$ cat src/dnsr_pkg.sv
// types, constants and the answer record table of the dns a-record responder
`timescale 1ns / 1ps
`default_nettype none

package dnsr_pkg;

   // fixed header offsets of the query
   localparam int OFS_FLAGS_HI  = 2;
   localparam int OFS_FLAGS_LO  = 3;
   localparam int OFS_QDCOUNT_H = 4;
   localparam int OFS_QDCOUNT_L = 5;
   localparam int OFS_COUNTS    = 6;
   localparam int OFS_ANCOUNT_L = 7;
   localparam int HEADER_BYTES  = 12;
   localparam int QTAIL_BYTES   = 5;
   localparam int ANSWER_BYTES  = 16;
   localparam int STOP_WALK_GAP = 1024;

   localparam logic [7:0] FLAGS_REPLY    = 8'h84;
   localparam logic [7:0] QR_BIT         = 8'h80;
   localparam logic [7:0] LABEL_PTR_MASK = 8'hC0;
   localparam logic [15:0] QTYPE_A       = 16'd1;
   localparam logic [15:0] ONE_QUESTION  = 16'd1;

   // short queue between front and back
   localparam int QUEUE_DEPTH = 4;
   localparam int QUEUE_AW    = 2;

   // back-end step codes: byte, answer bytes, verdict
   localparam logic [4:0] STEP_BYTE    = 5'd0;
   localparam logic [4:0] STEP_ANS_1ST = 5'd1;
   localparam logic [4:0] STEP_ANS_END = 5'd16;
   localparam logic [4:0] STEP_VERDICT = 5'd17;

   typedef struct packed {
      logic [7:0] data;
      logic       fwd;
      logic       last;
      logic       ok;
   } dnsr_cmd_type;

   // answer record: pointer to offset 12, type a, class in, ttl 30, rdlength 4, address
   function automatic logic [7:0] answer_byte(input logic [3:0] idx, input logic [31:0] addr);
      logic [7:0] res;
      unique case (idx) inside
         4'd0:                      res = 8'hC0;
         4'd1:                      res = 8'h0C;
         4'd3, 4'd5:                res = 8'h01;
         4'd9:                      res = 8'd30;
         4'd11:                     res = 8'h04;
         4'd12:                     res = addr[31:24];
         4'd13:                     res = addr[23:16];
         4'd14:                     res = addr[15:8];
         4'd15:                     res = addr[7:0];
         4'd2, 4'd4, [4'd6:4'd8], 4'd10: res = 8'h00;
         default:                   res = 8'h00;
      endcase
      return res;
   endfunction

endpackage

`default_nettype wire

$ cat src/dnsr_front.sv
// front end: accepts query bytes, rewrites the header, walks labels, decides the verdict
`timescale 1ns / 1ps
`default_nettype none

module dnsr_front import dnsr_pkg::*; #(
   parameter int BUF_BYTES = 512
) (
   input  wire logic         clock,
   input  wire logic         reset,
   input  wire logic         req_valid,
   output logic              req_ready,
   input  wire logic [7:0]   req_data_byte,
   input  wire logic         req_last_byte,
   output logic              push_valid,
   input  wire logic         push_ready,
   output dnsr_cmd_type      push_cmd
);

   localparam int PW = $clog2(BUF_BYTES + 1);
   localparam int NW = $clog2(BUF_BYTES + STOP_WALK_GAP + 1);
   localparam logic [NW-1:0] BUF_N    = NW'(BUF_BYTES);
   localparam logic [NW-1:0] STOP_N   = NW'(BUF_BYTES + STOP_WALK_GAP);
   localparam logic [NW-1:0] LABEL_N  = NW'(HEADER_BYTES);

   logic [PW-1:0] byte_position_ff, byte_position_in;
   logic [NW-1:0] next_label_at_ff, next_label_at_in;
   logic          name_done_ff, name_done_in;
   logic [NW-1:0] question_end_ff, question_end_in;
   logic [7:0]    count_high_byte_ff, count_high_byte_in;
   logic [15:0]   type_value_ff, type_value_in;
   logic          rejected_ff, rejected_in;

   logic [NW-1:0] pos;
   logic [NW-1:0] n_after;
   logic          counted;
   logic          fwd;
   logic          ok;
   logic [7:0]    ob;
   logic          take;

   always_comb begin
      pos                = NW'(byte_position_ff);
      counted            = pos < BUF_N;
      byte_position_in   = byte_position_ff;
      next_label_at_in   = next_label_at_ff;
      name_done_in       = name_done_ff;
      question_end_in    = question_end_ff;
      count_high_byte_in = count_high_byte_ff;
      type_value_in      = type_value_ff;
      rejected_in        = rejected_ff;
      ob                 = req_data_byte;
      fwd                = 1'b0;

      if (counted) begin
         fwd = !name_done_ff || (pos < question_end_ff);
         if (pos == NW'(OFS_FLAGS_HI)) begin
            if ((req_data_byte & QR_BIT) != 8'h00) begin
               rejected_in = 1'b1;
            end
            ob = FLAGS_REPLY;
         end else if (pos == NW'(OFS_FLAGS_LO)) begin
            ob = 8'h00;
         end else if (pos == NW'(OFS_QDCOUNT_H)) begin
            count_high_byte_in = req_data_byte;
         end else if (pos == NW'(OFS_QDCOUNT_L)) begin
            if ({count_high_byte_ff, req_data_byte} != ONE_QUESTION) begin
               rejected_in = 1'b1;
            end
         end
         if (pos >= NW'(OFS_COUNTS) && pos < LABEL_N) begin
            ob = (pos == NW'(OFS_ANCOUNT_L)) ? 8'h01 : 8'h00;
         end

         if (!name_done_ff && pos == next_label_at_ff) begin
            if (req_data_byte == 8'h00) begin
               name_done_in    = 1'b1;
               question_end_in = pos + NW'(QTAIL_BYTES);
            end else if ((req_data_byte & LABEL_PTR_MASK) == LABEL_PTR_MASK) begin
               rejected_in      = 1'b1;
               next_label_at_in = STOP_N;
            end else begin
               next_label_at_in = pos + NW'(req_data_byte) + NW'(1);
            end
         end else if (name_done_ff) begin
            if (pos + NW'(4) == question_end_ff) begin
               type_value_in = {req_data_byte, type_value_ff[7:0]};
            end else if (pos + NW'(3) == question_end_ff) begin
               type_value_in = {type_value_ff[15:8], req_data_byte};
            end
         end
         byte_position_in = byte_position_ff + PW'(1);
      end

      n_after = NW'(byte_position_in);
      ok = (n_after >= LABEL_N) && !rejected_in && name_done_in &&
           (question_end_in <= n_after) && (type_value_in == QTYPE_A) &&
           (question_end_in + NW'(ANSWER_BYTES) <= BUF_N);
   end

   assign req_ready     = push_ready;
   assign take          = req_valid && push_ready;
   assign push_valid    = req_valid && (fwd || req_last_byte);
   assign push_cmd.data = ob;
   assign push_cmd.fwd  = fwd;
   assign push_cmd.last = req_last_byte;
   assign push_cmd.ok   = ok;

   always_ff @(posedge clock) begin
      if (reset || (take && req_last_byte)) begin
         byte_position_ff   <= '0;
         next_label_at_ff   <= LABEL_N;
         name_done_ff       <= 1'b0;
         question_end_ff    <= '0;
         count_high_byte_ff <= '0;
         type_value_ff      <= '0;
         rejected_ff        <= 1'b0;
      end else if (take) begin
         byte_position_ff   <= byte_position_in;
         next_label_at_ff   <= next_label_at_in;
         name_done_ff       <= name_done_in;
         question_end_ff    <= question_end_in;
         count_high_byte_ff <= count_high_byte_in;
         type_value_ff      <= type_value_in;
         rejected_ff        <= rejected_in;
      end
   end

endmodule

`default_nettype wire

$ cat src/dnsr_queue.sv
// short command queue between front end and back end
`timescale 1ns / 1ps
`default_nettype none

module dnsr_queue import dnsr_pkg::*; (
   input  wire logic         clock,
   input  wire logic         reset,
   input  wire logic         push_valid,
   output logic              push_ready,
   input  wire dnsr_cmd_type push_cmd,
   output logic              pop_valid,
   input  wire logic         pop_ready,
   output dnsr_cmd_type      pop_cmd
);

   localparam int CW = $clog2(QUEUE_DEPTH + 1);

   dnsr_cmd_type              mem_ff [QUEUE_DEPTH];
   logic [QUEUE_AW-1:0]       wr_ptr_ff, rd_ptr_ff;
   logic [CW-1:0]             count_ff;
   logic                      do_push, do_pop;

   assign push_ready = count_ff != CW'(QUEUE_DEPTH);
   assign pop_valid  = count_ff != '0;
   assign pop_cmd    = mem_ff[rd_ptr_ff];
   assign do_push    = push_valid && push_ready;
   assign do_pop     = pop_valid && pop_ready;

   always_ff @(posedge clock) begin
      if (do_push) begin
         mem_ff[wr_ptr_ff] <= push_cmd;
      end
   end

   always_ff @(posedge clock) begin
      if (reset) begin
         wr_ptr_ff <= '0;
         rd_ptr_ff <= '0;
         count_ff  <= '0;
      end else begin
         if (do_push) begin
            wr_ptr_ff <= wr_ptr_ff + QUEUE_AW'(1);
         end
         if (do_pop) begin
            rd_ptr_ff <= rd_ptr_ff + QUEUE_AW'(1);
         end
         if (do_push && !do_pop) begin
            count_ff <= count_ff + CW'(1);
         end else if (do_pop && !do_push) begin
            count_ff <= count_ff - CW'(1);
         end
      end
   end

endmodule

`default_nettype wire

$ cat src/dnsr_back.sv
// back end: emits forwarded bytes, the appended answer and the verdict beat
`timescale 1ns / 1ps
`default_nettype none

module dnsr_back import dnsr_pkg::*; (
   input  wire logic         clock,
   input  wire logic         reset,
   input  wire logic [31:0]  answer_address,
   input  wire logic         pop_valid,
   output logic              pop_ready,
   input  wire dnsr_cmd_type pop_cmd,
   output logic              rsp_valid,
   input  wire logic         rsp_ready,
   output logic [7:0]        rsp_out_byte,
   output logic              rsp_is_verdict,
   output logic              rsp_accept,
   output logic              rsp_end_of_run
);

   logic [4:0] step_ff, step_in;
   logic [4:0] cur_step;
   logic [3:0] ans_idx;
   logic       out_free;
   logic       emit;
   logic       done;
   logic [7:0] item_byte;
   logic       item_verdict;

   logic       rsp_valid_ff;
   logic [7:0] rsp_out_byte_ff;
   logic       rsp_is_verdict_ff;
   logic       rsp_accept_ff;

   assign out_free = !rsp_valid_ff || rsp_ready;
   assign emit     = pop_valid && out_free;

   always_comb begin
      if (step_ff == STEP_BYTE && !pop_cmd.fwd) begin
         cur_step = pop_cmd.ok ? STEP_ANS_1ST : STEP_VERDICT;
      end else begin
         cur_step = step_ff;
      end
      ans_idx      = 4'(cur_step - STEP_ANS_1ST);
      item_verdict = 1'b0;
      item_byte    = 8'h00;
      done         = 1'b0;
      step_in      = step_ff;
      if (cur_step == STEP_BYTE) begin
         item_byte = pop_cmd.data;
         if (pop_cmd.last) begin
            step_in = pop_cmd.ok ? STEP_ANS_1ST : STEP_VERDICT;
         end else begin
            done = 1'b1;
         end
      end else if (cur_step == STEP_VERDICT) begin
         item_verdict = 1'b1;
         done         = 1'b1;
         step_in      = STEP_BYTE;
      end else begin
         item_byte = answer_byte(ans_idx, answer_address);
         step_in   = (cur_step == STEP_ANS_END) ? STEP_VERDICT : cur_step + 5'd1;
      end
   end

   assign pop_ready = out_free && done;

   always_ff @(posedge clock) begin
      if (reset) begin
         step_ff      <= STEP_BYTE;
         rsp_valid_ff <= 1'b0;
      end else begin
         if (emit) begin
            step_ff <= step_in;
         end
         if (out_free) begin
            rsp_valid_ff <= pop_valid;
         end
      end
   end

   always_ff @(posedge clock) begin
      if (emit) begin
         rsp_out_byte_ff   <= item_byte;
         rsp_is_verdict_ff <= item_verdict;
         rsp_accept_ff     <= item_verdict && pop_cmd.ok;
      end
   end

   assign rsp_valid      = rsp_valid_ff;
   assign rsp_out_byte   = rsp_out_byte_ff;
   assign rsp_is_verdict = rsp_is_verdict_ff;
   assign rsp_accept     = rsp_accept_ff;
   assign rsp_end_of_run = rsp_is_verdict_ff;

endmodule

`default_nettype wire

$ cat src/dns_a_query_hijack_responder.sv
// top level of the byte-serial dns a-record responder
//
//  channel  direction  beat contents
//  req_     in         data_byte, last_byte
//  rsp_     out        out_byte, is_verdict, accept, end_of_run
//  csr_     in         answer address (32 bit), one register
//
// one query byte a cycle is taken while the command queue has room
// a forwarded byte passes the queue, then the output register; the last byte of an
// accepted query is followed by the answer then the verdict, a rejected one by the verdict
// during the answer the four-entry queue fills and req_ready drops until the verdict is out
// synchronous reset clears the header walk, queue and output register; address resets to 0
// rsp_ready low stalls the output register, then the queue, then req_ready
`timescale 1ns / 1ps
`default_nettype none

module dns_a_query_hijack_responder import dnsr_pkg::*; #(
   parameter int BUF_BYTES = 512
) (
   input  wire logic         clock,
   input  wire logic         reset,
   input  wire logic         req_valid,
   output logic              req_ready,
   input  wire logic [7:0]   req_data_byte,
   input  wire logic         req_last_byte,
   output logic              rsp_valid,
   input  wire logic         rsp_ready,
   output logic [7:0]        rsp_out_byte,
   output logic              rsp_is_verdict,
   output logic              rsp_accept,
   output logic              rsp_end_of_run,
   input  wire logic         csr_valid,
   output logic              csr_ready,
   input  wire logic [31:0]  csr_data
);

   logic [31:0]  answer_address_ff;
   logic         push_valid, push_ready;
   dnsr_cmd_type push_cmd;
   logic         pop_valid, pop_ready;
   dnsr_cmd_type pop_cmd;

   assign csr_ready = 1'b1;

   always_ff @(posedge clock) begin
      if (reset) begin
         answer_address_ff <= '0;
      end else if (csr_valid && csr_ready) begin
         answer_address_ff <= csr_data;
      end
   end

   dnsr_front #(
      .BUF_BYTES(BUF_BYTES)
   ) u_front (
      .clock(clock),
      .reset(reset),
      .req_valid(req_valid),
      .req_ready(req_ready),
      .req_data_byte(req_data_byte),
      .req_last_byte(req_last_byte),
      .push_valid(push_valid),
      .push_ready(push_ready),
      .push_cmd(push_cmd)
   );

   dnsr_queue u_queue (
      .clock(clock),
      .reset(reset),
      .push_valid(push_valid),
      .push_ready(push_ready),
      .push_cmd(push_cmd),
      .pop_valid(pop_valid),
      .pop_ready(pop_ready),
      .pop_cmd(pop_cmd)
   );

   dnsr_back u_back (
      .clock(clock),
      .reset(reset),
      .answer_address(answer_address_ff),
      .pop_valid(pop_valid),
      .pop_ready(pop_ready),
      .pop_cmd(pop_cmd),
      .rsp_valid(rsp_valid),
      .rsp_ready(rsp_ready),
      .rsp_out_byte(rsp_out_byte),
      .rsp_is_verdict(rsp_is_verdict),
      .rsp_accept(rsp_accept),
      .rsp_end_of_run(rsp_end_of_run)
   );

endmodule

`default_nettype wire

$ cat config.mk
export PLATFORM = sky130hd
export DESIGN_NAME = dns_a_query_hijack_responder
export DESIGN_NICKNAME = d
export VERILOG_FILES = /design/src/dnsr_pkg.sv /design/src/dnsr_front.sv /design/src/dnsr_queue.sv /design/src/dnsr_back.sv /design/src/dns_a_query_hijack_responder.sv
export SDC_FILE = /design/constraint.sdc
export NUM_CORES = 1
export LEC_CHECK = 0
export ABC_AREA = 1
export BUFFER_PORTS_ARGS = -buffer_cell sky130_fd_sc_hd__buf_2
export CAP_MARGIN = 5
export CORE_ASPECT_RATIO = 0.5
export CORE_UTILIZATION = 55
export CTS_CLUSTER_SIZE = 24
export DETAILED_ROUTE_END_ITERATION = 6
export GPL_TIMING_DRIVEN = 0
export MAX_ROUTING_LAYER = met4
export PLACE_DENSITY = 0.73
export SLEW_MARGIN = 20
export SYNTH_ARGS = -nofsm -noshare
export SYNTH_HDL_FRONTEND = slang
export SYNTH_SLANG_ARGS = --single-unit
$ cat constraint.sdc
create_clock -name clock -period 4.7 [get_ports clock]
set_input_delay 0.94 -clock clock [delete_from_list [all_inputs] [get_ports clock]]
set_output_delay 0.94 -clock clock [all_outputs]
set_load 0.01 [all_outputs]
==> results_dict.tcl <==
set metrics [dict create \
    status "complete, no violations" \
    critPathMaxStageDelay_ns 0.48 \
    syn_area_um2 9750 \
    power_density_nw_per_um2 447 \
    drt_pass1_iterations 6 \
    root_buffer "clkbuf_16" \
    p_leak_nw 5.09 \
    cts_buffers 17 \
    finalCriticalPeriod_ns 3.80 \
    vdd_drop_max_v 0.000308 \
    clkTransAtPathRegs_ns 0.07 \
    hold_class "flop to flop" \
    yosysUniqueCellTypes 57 \
    path_depth 20 \
    num_vias 9159 \
    reg2regPathDepth 22 \
    cp_max_fo 10 \
    yosys_most_used_dff "dfxtp_1" \
    finalNetCount 1516 \
    ioPinCount 60 \
    crit_slowest_cell "nor3_4" \
    start_kind "input pin" \
    portBuffers 58 \
    setup_viol 0 \
    ctsHoldBuffers 0 \
    cts.sinks 159 \
    min_from "answer_address_ff[25]" \
    grt_setup_unrepaired "no" \
    synth_nets 1439 \
    clk_path_buf_depth 2 \
    drc 0 \
    design.die.area_um2 18300 \
    path_delay_family "simple AND/OR/NAND/NOR gates" \
    avgViaCountPerCell 5.52 \
    syn_avg_cell_area_um2 7.26 \
    post-route-util 0.648 \
    ys_seq_area_frac 0.382 \
    arrival_ns 4.05 \
    cts_tree "done" \
    cp_common_cell "nand2_1" \
    netlist_instances 1342 \
    fmax_mhz 263 \
    coreArea_um2 16800 \
    drv_cap 0 \
    die_width_um 190 \
    cts_max_level 4 \
    crit_chain "buf_2 -> inv_2 -> nand3_2 -> nor3_4 -> nand3_2 -> buf_6 -> nand2_2 -> nand2_2 -> ha_1 -> a21oi_1 -> o21ai_0 -> a21oi_1 -> o21ai_0 -> nand2_1 -> nand2_1 -> nand2_1 -> nand3_1 -> nor2_1 -> nand2_1 -> nor2_2" \
    gp_congestion 0.954 \
    synth_edf_count 54 \
    post_cts_buffers 0 \
    initial_core_util 0.579 \
    fin_crit_sh 0.808 \
    dpl.hpwl_um 21600 \
    r2r-start "u_front.byte_position_ff[0]" \
    n_antenna_cell 0 \
    cp-end-kind "flop" \
    avgRoutedWirePerCell_um 17.2 \
    synthArstFlopShare 0 \
    hold_path_depth 2 \
    routed_wl_um 28600 \
    hold_viol 0 \
    grt_overflow 0 \
    fin_worst_skew_ns 0.0147 \
    grt_pass1_vias 8244 \
    clk_latency_ns 0.44 \
    path_buf_inv 3 \
    grt_max_degree 17 \
    rows 33 \
    dieHeight_um 96.1 \
    antenna_left 0 \
    cts_resized 0 \
    drive_gt1_frac 0.126 \
    yosys_warnings 0 \
    antenna_found_initial 0 \
    worstSetupStartpoint "req_data_byte[7]" \
    crit_type "input pin to flop" \
    slew_headroom 0.294 \
    grt_use_total 0.334 \
    areaGrowthSynthToFinish_pct 11.9 \
    worstMarginPinSlew_ns 1.06 \
    required_ns 4.96 \
    ys_seq_elements 159 \
    fin_hold_ws_ns 0.465 \
    finalMaxSlewViolations 0 \
    grt_pass1_wl_um 44300 \
    tns_ns 0 \
    drt_iter0_drc 844 \
]
cells in the mapped netlist (all sizes together), types with 3 or more instances:
cell type,number,share of area
nor2,191,0.084
a21oi,80,0.041
o21ai,128,0.066
a211oi,3,0.0036
edfxtp,54,0.17
dfxtp,105,0.22
nor3,9,0.0091
ha,49,0.063
o211ai,11,0.0085
xnor2,9,0.0081
nand4,34,0.022
nand3,61,0.035
inv,186,0.072
or2,3,0.0019
nand2,318,0.13
clkbuf,28,0.011
o22ai,10,0.0064
buf,19,0.015
clkinv,3,0.0012
nor4,3,0.0050
o221ai,3,0.0027
xor2,18,0.016
area by class of cell:
type,count,area [um^2]
inverters,189,712
plain buffers,47,254
clock inverters,14,134
fillers,1553,5930
multi-input cells,947,5070
flip-flops and latches,159,3720
repair buffers,58,290
well taps,227,284
clock buffers,18,450
power by group:
group          leakage [nW]  internal (W)  switching (W)
Clock                 0.297      0.000756       0.000640
Combinational          3.43      0.000528        0.00117
Sequential             1.36       0.00167       0.000116
sequential cells by signal, summed over array words and instances, names as in the netlist, 8 cells and up, named ones only:
signal	flops
u_front.type_value_ff	16
u_front.question_end_ff	11
u_front.next_label_at_ff	11
u_front.count_high_byte_ff	8
u_queue.mem_ff	44
u_back.rsp_out_byte	8
u_front.byte_position_ff	10
answer_address_ff	32
stage by stage:
step,instances,total power (W),instance area [um^2],setup WS (ns)
final,1659,0.00488,10900,0.903
after global placement,1627,0.00344,10300,0.630
after CTS,1659,0.00487,10900,1.01
after global routing,1659,0.00516,10900,0.701
after floorplan,1342,0.00296,9750,1.54
after detailed placement,1627,0.00348,10300,0.557
kinds of logic after synthesis:
group | share of synthesized area
other | 0.000385
buffers and inverters | 0.0991
AOI/OAI and AO/OA | 0.139
and+or+nand+nor | 0.289
xor gates and xnor gates | 0.0243
DFF | 0.382
adders and majority gates | 0.0670
placed cells by master, fill, tap and decap left out, drive strengths merged:
cell | netlist | layout
nand2 | 318 | 318
inv | 186 | 195
nor2 | 191 | 191
o21ai | 128 | 128
dfxtp | 105 | 105
a21oi | 80 | 80
buf | 19 | 77
nand3 | 61 | 61
edfxtp | 54 | 54
ha | 49 | 49
clkbuf | 28 | 46
nand4 | 34 | 34
xor2 | 18 | 18
o211ai | 11 | 11
o22ai | 10 | 10
xnor2 | 9 | 9
nor3 | 9 | 9
clkinv | 3 | 7
o221ai | 3 | 3
nor4 | 3 | 3
or2 | 3 | 3
a211oi | 3 | 3
a22oi | 2 | 2
fa | 2 | 2
o31ai | 2 | 2
nand3b | 1 | 1
o2111ai | 1 | 1
a31oi | 1 | 1
a41oi | 1 | 1
a32o | 1 | 1
and2 | 1 | 1
o21a | 1 | 1
a32oi | 1 | 1
or3b | 1 | 1
nor3b | 1 | 1
conb | 1 | 1
bufinv | 0 | 1
path summary, 6_finish.rpt:
path                      endpoint  slack [ns]
min reg2reg  answer_address_ff[25]        0.46
max           u_queue.mem_ff[2][0]        0.90
max reg2reg   u_queue.mem_ff[2][0]        1.02
min          answer_address_ff[25]        0.46
per-layer routing:
| layer | part of all wire | global-route usage | vias to the layer above |
|---|---|---|---|
| li1 | - | - | 4524 |
| met1 | 0.46 | 0.439 | 4244 |
| met4 | 0.024 | 0.120 | 0 |
| met3 | 0.082 | 0.0580 | 47 |
| met2 | 0.44 | 0.519 | 344 |
| met5 | 0 | - | - |
tightest hold or removal path, cell delays in order (launching register included):
cell	delay (ns)
dfxtp_1	0.30
inv_1	0.06
a21oi_1	0.06
Power figures use the tool's default switching activity.
